--- src/hdl/tlpt_pkg.sv ---
// shared types and constants for the two-level page table mapper
`timescale 1ns / 1ps

package tlpt_pkg;

    localparam int DIR_ENTRIES   = 1024;
    localparam int TABLE_ENTRIES = 1024;
    localparam int IDX_W         = 10;
    localparam int TNUM_W        = 10;
    localparam int FRAME_W       = 20;
    localparam int SLOT_W        = TNUM_W + IDX_W;
    localparam int OFFSET_W      = 12;

    typedef enum logic [1:0] {
        ST_OK         = 2'd0,
        ST_NO_TABLE   = 2'd1,
        ST_DIR_ABSENT = 2'd2,
        ST_TBL_ABSENT = 2'd3
    } t_status;

    typedef enum logic {
        MODE_MAP   = 1'b0,
        MODE_XLATE = 1'b1
    } t_mode;

    typedef enum logic [1:0] {
        S_CLEAR,
        S_IDLE,
        S_DIR,
        S_TBL
    } t_state;

    typedef struct packed {
        logic              present;
        logic              writable;
        logic              supervisor;
        logic [TNUM_W-1:0] table_num;
    } t_dir_entry;

    typedef struct packed {
        logic               present;
        logic               writable;
        logic               supervisor;
        logic [FRAME_W-1:0] frame;
    } t_page_entry;

    typedef struct packed {
        logic             rd_en;
        logic [IDX_W-1:0] rd_addr;
        logic             wr_en;
        logic [IDX_W-1:0] wr_addr;
        t_dir_entry       wr_data;
    } t_dir_req;

    typedef struct packed {
        logic              rd_en;
        logic [SLOT_W-1:0] rd_slot;
        logic              wr_en;
        logic [SLOT_W-1:0] wr_slot;
        t_page_entry       wr_data;
    } t_tbl_req;

endpackage

--- src/hdl/tlpt_ctrl.sv ---
// walk sequencer: clearing pass, directory and table access, result register
`timescale 1ns / 1ps

module tlpt_ctrl #(
    parameter int NUM_TABLES = 16
) (
    input  logic                          i_clk,
    input  logic                          i_rst_n,
    input  logic                          i_in_valid,
    output logic                          o_in_ready,
    input  logic                          i_mode,
    input  logic [31:0]                   i_virtual_address,
    input  logic [tlpt_pkg::FRAME_W-1:0]  i_physical_page,
    input  logic [1:0]                    i_access_flags,
    output logic                          o_out_valid,
    input  logic                          i_out_ready,
    output logic [1:0]                    o_status,
    output logic [31:0]                   o_physical_address,
    output tlpt_pkg::t_dir_req            o_dir_req,
    input  tlpt_pkg::t_dir_entry          i_dir_rdata,
    output tlpt_pkg::t_tbl_req            o_tbl_req,
    input  tlpt_pkg::t_page_entry         i_tbl_rdata
);
    import tlpt_pkg::*;

    localparam int TBL_DEPTH = NUM_TABLES * TABLE_ENTRIES;
    localparam int CLR_W     = $clog2(TBL_DEPTH);
    localparam int NF_W      = $clog2(NUM_TABLES + 1);

    t_state             r_state, n_state;
    logic [CLR_W-1:0]   r_clr_cnt, n_clr_cnt;
    logic [NF_W-1:0]    r_next_free, n_next_free;
    logic               r_mode, n_mode;
    logic [31:0]        r_va, n_va;
    logic [FRAME_W-1:0] r_frame, n_frame;
    logic [1:0]         r_flags, n_flags;
    logic               r_out_valid, n_out_valid;
    logic [1:0]         r_out_status, n_out_status;
    logic [31:0]        r_out_pa, n_out_pa;

    logic              out_free;
    logic              pool_empty;
    logic [IDX_W-1:0]  tidx;
    logic [TNUM_W-1:0] tnum;

    assign out_free   = !r_out_valid || i_out_ready;
    assign pool_empty = (r_next_free == NF_W'(NUM_TABLES));
    assign tidx       = r_va[OFFSET_W +: IDX_W];

    always_ff @(posedge i_clk) begin
        if (!i_rst_n) begin
            r_state     <= S_CLEAR;
            r_clr_cnt   <= '0;
            r_next_free <= '0;
            r_out_valid <= 1'b0;
        end else begin
            r_state     <= n_state;
            r_clr_cnt   <= n_clr_cnt;
            r_next_free <= n_next_free;
            r_out_valid <= n_out_valid;
        end
    end

    always_ff @(posedge i_clk) begin
        r_mode       <= n_mode;
        r_va         <= n_va;
        r_frame      <= n_frame;
        r_flags      <= n_flags;
        r_out_status <= n_out_status;
        r_out_pa     <= n_out_pa;
    end

    always_comb begin
        n_state      = r_state;
        n_clr_cnt    = r_clr_cnt;
        n_next_free  = r_next_free;
        n_mode       = r_mode;
        n_va         = r_va;
        n_frame      = r_frame;
        n_flags      = r_flags;
        n_out_valid  = r_out_valid && !i_out_ready;
        n_out_status = r_out_status;
        n_out_pa     = r_out_pa;
        o_in_ready   = 1'b0;
        o_dir_req    = '0;
        o_tbl_req    = '0;
        tnum         = i_dir_rdata.present ? i_dir_rdata.table_num : TNUM_W'(r_next_free);

        case (r_state)
            S_CLEAR: begin
                o_dir_req.wr_en   = 1'b1;
                o_dir_req.wr_addr = r_clr_cnt[IDX_W-1:0];
                o_tbl_req.wr_en   = 1'b1;
                o_tbl_req.wr_slot = SLOT_W'(r_clr_cnt);
                n_clr_cnt         = r_clr_cnt + 1'b1;
                if (r_clr_cnt == CLR_W'(TBL_DEPTH - 1)) begin
                    n_state = S_IDLE;
                end
            end
            S_IDLE: begin
                o_in_ready = 1'b1;
                if (i_in_valid) begin
                    n_mode            = i_mode;
                    n_va              = i_virtual_address;
                    n_frame           = i_physical_page;
                    n_flags           = i_access_flags;
                    o_dir_req.rd_en   = 1'b1;
                    o_dir_req.rd_addr = i_virtual_address[31 -: IDX_W];
                    n_state           = S_DIR;
                end
            end
            S_DIR: begin
                if (r_mode == MODE_XLATE) begin
                    if (i_dir_rdata.present) begin
                        o_tbl_req.rd_en   = 1'b1;
                        o_tbl_req.rd_slot = {i_dir_rdata.table_num, tidx};
                        n_state           = S_TBL;
                    end else if (out_free) begin
                        n_out_valid  = 1'b1;
                        n_out_status = ST_DIR_ABSENT;
                        n_out_pa     = '0;
                        n_state      = S_IDLE;
                    end
                end else if (out_free) begin
                    n_out_valid = 1'b1;
                    n_out_pa    = '0;
                    n_state     = S_IDLE;
                    if (!i_dir_rdata.present && pool_empty) begin
                        n_out_status = ST_NO_TABLE;
                    end else begin
                        n_out_status = ST_OK;
                        if (!i_dir_rdata.present) begin
                            o_dir_req.wr_en                = 1'b1;
                            o_dir_req.wr_addr              = r_va[31 -: IDX_W];
                            o_dir_req.wr_data.present      = 1'b1;
                            o_dir_req.wr_data.writable     = r_flags[0];
                            o_dir_req.wr_data.supervisor   = r_flags[1];
                            o_dir_req.wr_data.table_num    = tnum;
                            n_next_free                    = r_next_free + 1'b1;
                        end
                        o_tbl_req.wr_en              = 1'b1;
                        o_tbl_req.wr_slot            = {tnum, tidx};
                        o_tbl_req.wr_data.present    = 1'b1;
                        o_tbl_req.wr_data.writable   = r_flags[0];
                        o_tbl_req.wr_data.supervisor = r_flags[1];
                        o_tbl_req.wr_data.frame      = r_frame;
                    end
                end
            end
            S_TBL: begin
                if (out_free) begin
                    n_out_valid = 1'b1;
                    n_state     = S_IDLE;
                    if (i_tbl_rdata.present) begin
                        n_out_status = ST_OK;
                        n_out_pa     = {i_tbl_rdata.frame, r_va[OFFSET_W-1:0]};
                    end else begin
                        n_out_status = ST_TBL_ABSENT;
                        n_out_pa     = '0;
                    end
                end
            end
            default: begin
                n_state = S_CLEAR;
            end
        endcase
    end

    assign o_out_valid        = r_out_valid;
    assign o_status           = r_out_status;
    assign o_physical_address = r_out_pa;

`ifndef SYNTHESIS
    a_pool_bound: assert property (@(posedge i_clk) disable iff (!i_rst_n)
        r_next_free <= NF_W'(NUM_TABLES))
        else $error("table pool count beyond pool size");

    a_alloc_on_map: assert property (@(posedge i_clk) disable iff (!i_rst_n)
        $past(i_rst_n) && (r_next_free != $past(r_next_free)) |->
            ($past(r_state) == S_DIR) && ($past(r_mode) == MODE_MAP)
            && (r_next_free == $past(r_next_free) + 1'b1))
        else $error("table allocated outside a map step");

    a_result_from_walk: assert property (@(posedge i_clk) disable iff (!i_rst_n)
        $past(i_rst_n) && $rose(r_out_valid) |->
            ($past(r_state) == S_DIR) || ($past(r_state) == S_TBL))
        else $error("result produced outside a walk step");

    a_no_write_on_xlate: assert property (@(posedge i_clk) disable iff (!i_rst_n)
        (r_state == S_DIR) && (r_mode == MODE_XLATE) |->
            !o_dir_req.wr_en && !o_tbl_req.wr_en)
        else $error("translate modified the page tables");
`endif

endmodule

--- config.mk ---
export PLATFORM = sky130hd
export DESIGN_NAME = tlpt_ctrl
export DESIGN_NICKNAME = d
export VERILOG_FILES = /design/src/hdl/tlpt_pkg.sv /design/src/hdl/tlpt_ctrl.sv
export SDC_FILE = /design/constraint.sdc
export NUM_CORES = 1
export LEC_CHECK = 0
export BUFFER_PORTS_ARGS = -buffer_cell sky130_fd_sc_hd__buf_2
export CAP_MARGIN = 40
export CORE_ASPECT_RATIO = 1.1
export CORE_MARGIN = 2
export CORE_UTILIZATION = 50
export CTS_CLUSTER_SIZE = 30
export DETAILED_ROUTE_END_ITERATION = 10
export GPL_TIMING_DRIVEN = 0
export PLACE_DENSITY = 0.89
export SYNTH_ARGS = -nofsm -noshare
export SYNTH_HDL_FRONTEND = slang
export SYNTH_SLANG_ARGS = --single-unit
--- constraint.sdc ---
create_clock -name i_clk -period 6.29 [get_ports i_clk]
set_input_delay 0.3145 -clock i_clk [delete_from_list [all_inputs] [get_ports i_clk]]
set_output_delay 0.3145 -clock i_clk [all_outputs]
set_load 0.02 [all_outputs]
After elaboration in Yosys (flattened, before gate mapping)
Index checks and enable logic that the tools add are counted.
{"block": "word_totals", "regBits": 111, "latchBits": 0, "ramBits": 0, "mem_bits_ro": 0, "in_bits": 95, "word_cells": 80, "memories": 0}
{"block": "classes", "n_addsub": 2, "multipliers": 0, "div": 0, "magnitude_cmp": 0, "n_eq_ne": 10, "n_shift": 0, "muxes": 42, "bitwise_logic": 3, "reduce_logical": 13}
{"operator": "two-way mux 32 bit", "count": 5}
{"operator": "two-way mux 44 bit", "count": 3}
{"operator": "two-way mux 24 bit", "count": 4}
{"operator": "case mux 32 bit (2 select lines)", "count": 1}
{"operator": "two-way mux 21 bit", "count": 3}
{"operator": "case mux 21 bit (2 select lines)", "count": 1}
{"operator": "two-way mux 23 bit", "count": 1}
{"operator": "two-way mux 11 bit", "count": 2}
{"operator": "two-way mux 2 bit", "count": 11}
{"operator": "case mux 11 bit (2 select lines)", "count": 1}
{"operator": "adder 14 x 1 -> 14 bit (second input constant)", "count": 1}
{"operator": "== test 14 bit (second input constant)", "count": 1}
{"operator": "two-way mux 13 bit", "count": 1}
{"operator": "two-way mux 10 bit", "count": 1}
{"operator": "!= test 2 bit (second input constant)", "count": 4}
{"operator": "case mux 2 bit (4 select lines)", "count": 1}
{"operator": "adder 5 x 1 -> 5 bit (second input constant)", "count": 1}
{"operator": "== test 5 bit (second input constant)", "count": 1}
{"operator": "two-way mux 1 bit", "count": 5}
{"operator": "AND reduction 5 bit", "count": 1}
{"operator": "== test 2 bit (second input constant)", "count": 2}
{"operator": "case mux 2 bit (2 select lines)", "count": 1}
{"operator": "AND reduction 2 bit", "count": 2}
{"operator": "AND reduction 4 bit", "count": 1}
{"operator": "other kinds (10)", "count": 15}

Logic depth before layout (Yosys ltp)
{"block": "logic_depth", "word_depth": 6, "mapped_depth": 7, "ltp_nobuf": 6}

Least setup slack after synthesis
OpenSTA, ideal clock, no wires.
{"block": "synth_path", "path_kind": "flip-flop to flip-flop", "start": "register r_state[0]", "end": "register r_flags[0] (enable)", "arrival_time_ns": 2.662, "t_required_ns": 5.865, "path_slack_ns": 3.203, "stages_incl_launch_ff": 5, "path_buffers": 2, "cell_sequence": "dfxtp_1 -> clkbuf_1 -> nor2b_1 -> clkbuf_1 -> and2_1"}
{"block": "synth_between", "elab_chain_len": 2}
{"element": "start: declaration", "line_no": "tlpt_ctrl.sv:30", "rtl": "t_state r_state, n_state;"}
{"element": "start signal: assignment", "line_no": "tlpt_ctrl.sv:57", "rtl": "r_state <= n_state;"}
{"element": "== test 2 x 1 -> 1 bit", "line_no": "tlpt_ctrl.sv:89", "rtl": "case (r_state)"}
{"element": "AND reduction 2 bit (no line)"}
{"element": "end signal: assignment", "line_no": "tlpt_ctrl.sv:68", "rtl": "r_flags <= n_flags;"}
{"element": "end: declaration", "line_no": "tlpt_ctrl.sv:36", "rtl": "logic [1:0] r_flags, n_flags;"}
No other way between the ends.
A chain may end at the register's enable or synchronous reset.

==> results.sh <==
export IMPL_status="finished clean"
export IMPL_setup_ws_ns=3.23
export IMPL_dieWidth_um=98.2
export IMPL_place_gp_congestion=0.860
export IMPL_cp_start_kind="flip-flop"
export IMPL_core_area_um2=9440
export IMPL_antenna_cells=0
export IMPL_critical_path_required_ns=5.98
export IMPL_finalSetupViolCount=0
export IMPL_wl_per_cell_um=16.3
export IMPL_post_route_cell_area_um2=6410
export IMPL_timing_hold_ws_ns=0.112
export IMPL_rows=37
export IMPL_crit_path_end_kind="output pin"
export IMPL_vias=3853
export IMPL_ys_flop_type="edfxtp_1"
export IMPL_cpPeakStageDelay_ns=0.73
export IMPL_die_h_um=108
export IMPL_clock_root_buffer="clkbuf_8"
export IMPL_antenna_found_initial=0
export IMPL_synth_area_per_cell_um2=12.7
export IMPL_grt_pass1_vias=3802
export IMPL_seq_area_frac_synth=0.638
export IMPL_firstDrtPassIters=4
export IMPL_drv_cap=0
export IMPL_fin_util=0.679
export IMPL_grt_use_total=0.227
export IMPL_cts_tree="built"
export IMPL_peakVddDrop_v=0.000166
export IMPL_postCtsSetupBuffers=0
export IMPL_clkSlewWorstSetupHoldPaths_ns=0.10
export IMPL_dp_cells=730
export IMPL_die_area_um2=10600
export IMPL_syn_area_um2=4880
export IMPL_fin_crit_sh=0.487
export IMPL_overflow=0
export IMPL_rsz0062_at_grt="no"
export IMPL_p_total_mw=1.31
export IMPL_crit_path_cell_trace="inv_1 -> ha_1 -> nand3b_1 -> o31ai_1 -> inv_2 -> clkbuf_1 -> and2_1 -> buf_2"
export IMPL_setup_tns_final_ns=0
export IMPL_synthArstFlopShare=0
export IMPL_grt_max_degree=41
export IMPL_cts_hold_buf=0
export IMPL_critPathArrivalTime_ns=2.75
export IMPL_cts_inserted_buffers=9
export IMPL_tightest_slew_ns=0.883
export IMPL_fin_worst_skew_ns=0.00816
export IMPL_ys_ff_latch=111
export IMPL_dp_hpwl_mm=9.40
export IMPL_ioPinCount=231
export IMPL_drc_errors=0
export IMPL_clock_sinks=111
export IMPL_slew_viol_final=0
export IMPL_final_common_cell="buf_2"
export IMPL_final_hold_violation_count=0
export IMPL_ys_warn_count=0
export IMPL_fill_cells=732
export IMPL_p_leak_nw=2.83
export IMPL_grt_pass1_wl_mm=18.7
export IMPL_powerDensity_nw_per_um2=205
export IMPL_fin_nets=722
export IMPL_crit_family="buffers and inverters"
export IMPL_synth_edf_count=89
export IMPL_clock_path_buffers=2
export IMPL_dp_slack_ns=3.64
export IMPL_crit_fanout=10
export IMPL_clock_latency_ns=0.37
export IMPL_synth_cells=385
export IMPL_first_iter_violations=247
export IMPL_vias_per_cell=5.16
export IMPL_place_area_um2=6200
export IMPL_fin_cells=746
export IMPL_final_cell_mix="buf_2 (227), and2_1 (97), edfxtp_1 (89)"
export IMPL_fin_crit_ns=3.06
export IMPL_fmax_mhz=327
export IMPL_initial_core_util=0.517
export IMPL_cpMaxStageDelayCell="o31ai_1"
export IMPL_h_tree_depth=3
export IMPL_max_slew_margin_rel=0.406
export IMPL_areaGrowthSynthToFinish_pct=31.5
export IMPL_hold_class="input pin to flip-flop"
export IMPL_ant_nets=0
export IMPL_path_buf_inv=4
export IMPL_cts_resized=0
export IMPL_ys_types=46
export IMPL_wirelength_mm=12.1
export IMPL_layout_drive_gt1_share=0.420
export IMPL_io_buffers=221
export IMPL_crit_type="flip-flop to output pin"
==> logic make-up after synthesis <==
family | synth area share
XOR/XNOR | 0.0251
AND/OR/NAND/NOR | 0.218
AO/OA/AOI/OAI | 0.0651
flip-flops | 0.638
multiplexers | 0.0128
buffers and inverters | 0.0323
adder cells (fa/ha/maj) | 0.00769
other | 0.000768
==> worst paths after layout <==
path,cells after the start,slack (ns),to,start
max,8,3.23,o_tbl_req[18],r_next_free[0]
min,1,0.11,r_flags[0],i_access_flags[0]
max reg2reg,5,3.74,r_va[8],r_state[0]
min reg2reg,2,0.51,o_out_valid,o_out_valid
==> sequential cells by signal, indices dropped and copies added, names as in the netlist, 2 cells and up <==
| register | cells |
|---|---|
| o_physical_address | 32 |
| r_va | 32 |
| r_state | 2 |
| r_frame | 20 |
| r_next_free | 5 |
| r_flags | 2 |
| r_clr_cnt | 14 |
| o_status | 2 |
==> power by group <==
| group | leakage, nW | total, mW | internal, mW | switching (mW) |
|---|---|---|---|---|
| registers | 0.927 | 0.790 | 0.788 | 0.00218 |
| logic | 1.80 | 0.0604 | 0.0318 | 0.0286 |
| clock network | 0.107 | 0.464 | 0.227 | 0.237 |
==> synth_stat cells, drive strengths merged, types with 2 or more instances <==
cell	number	area, um^2
buf	13	75.1
nand3	5	25.0
a21oi	3	15.0
and2	98	613
a22o	22	195
nor3	3	26.3
ha	3	37.5
nor2b	2	12.5
inv	5	18.8
o21ai	11	55.1
a21boi	5	37.5
and3	16	100
nor2	9	33.8
edfxtp	89	2670
dfxtp	22	440
nor4	4	25.0
nand2	14	52.6
xor2	4	35.0
nand3b	2	15.0
nand4	5	37.5
mux2	2	22.5
mux2i	4	40.0
xnor2	10	87.6
or3	2	12.5
nand2b	2	12.5
clkbuf	17	63.8
==> layer usage <==
metal	wire length (um)	GRT usage
met3	907	0.0403
met5	0	0
met2	6350	0.398
met4	254	0.0969
met1	4610	0.277
==> layout make-up <==
type                            instances  area (um^2)  share of cell area
Buffer                                 30          139              0.0217
Clock buffer                           10          128              0.0199
Clock inverter                          6         90.1              0.0140
Inverter                                5         18.8             0.00293
Multi-Input combinational cell        243         1630               0.254
Sequential cell                       111         3110               0.485
Tap cell                              117          146              0.0228
Timing Repair Buffer                  224         1150               0.180
==> worst reg2reg max path: stages, from the launching register on <==
cell and delay, ns:
dfxtp_1 0.37, clkbuf_1 0.34, nor2b_1 0.41, clkbuf_1 0.34, and2_2 0.48, buf_12 0.28
Note: power is estimated with default switching activity, not from simulation.
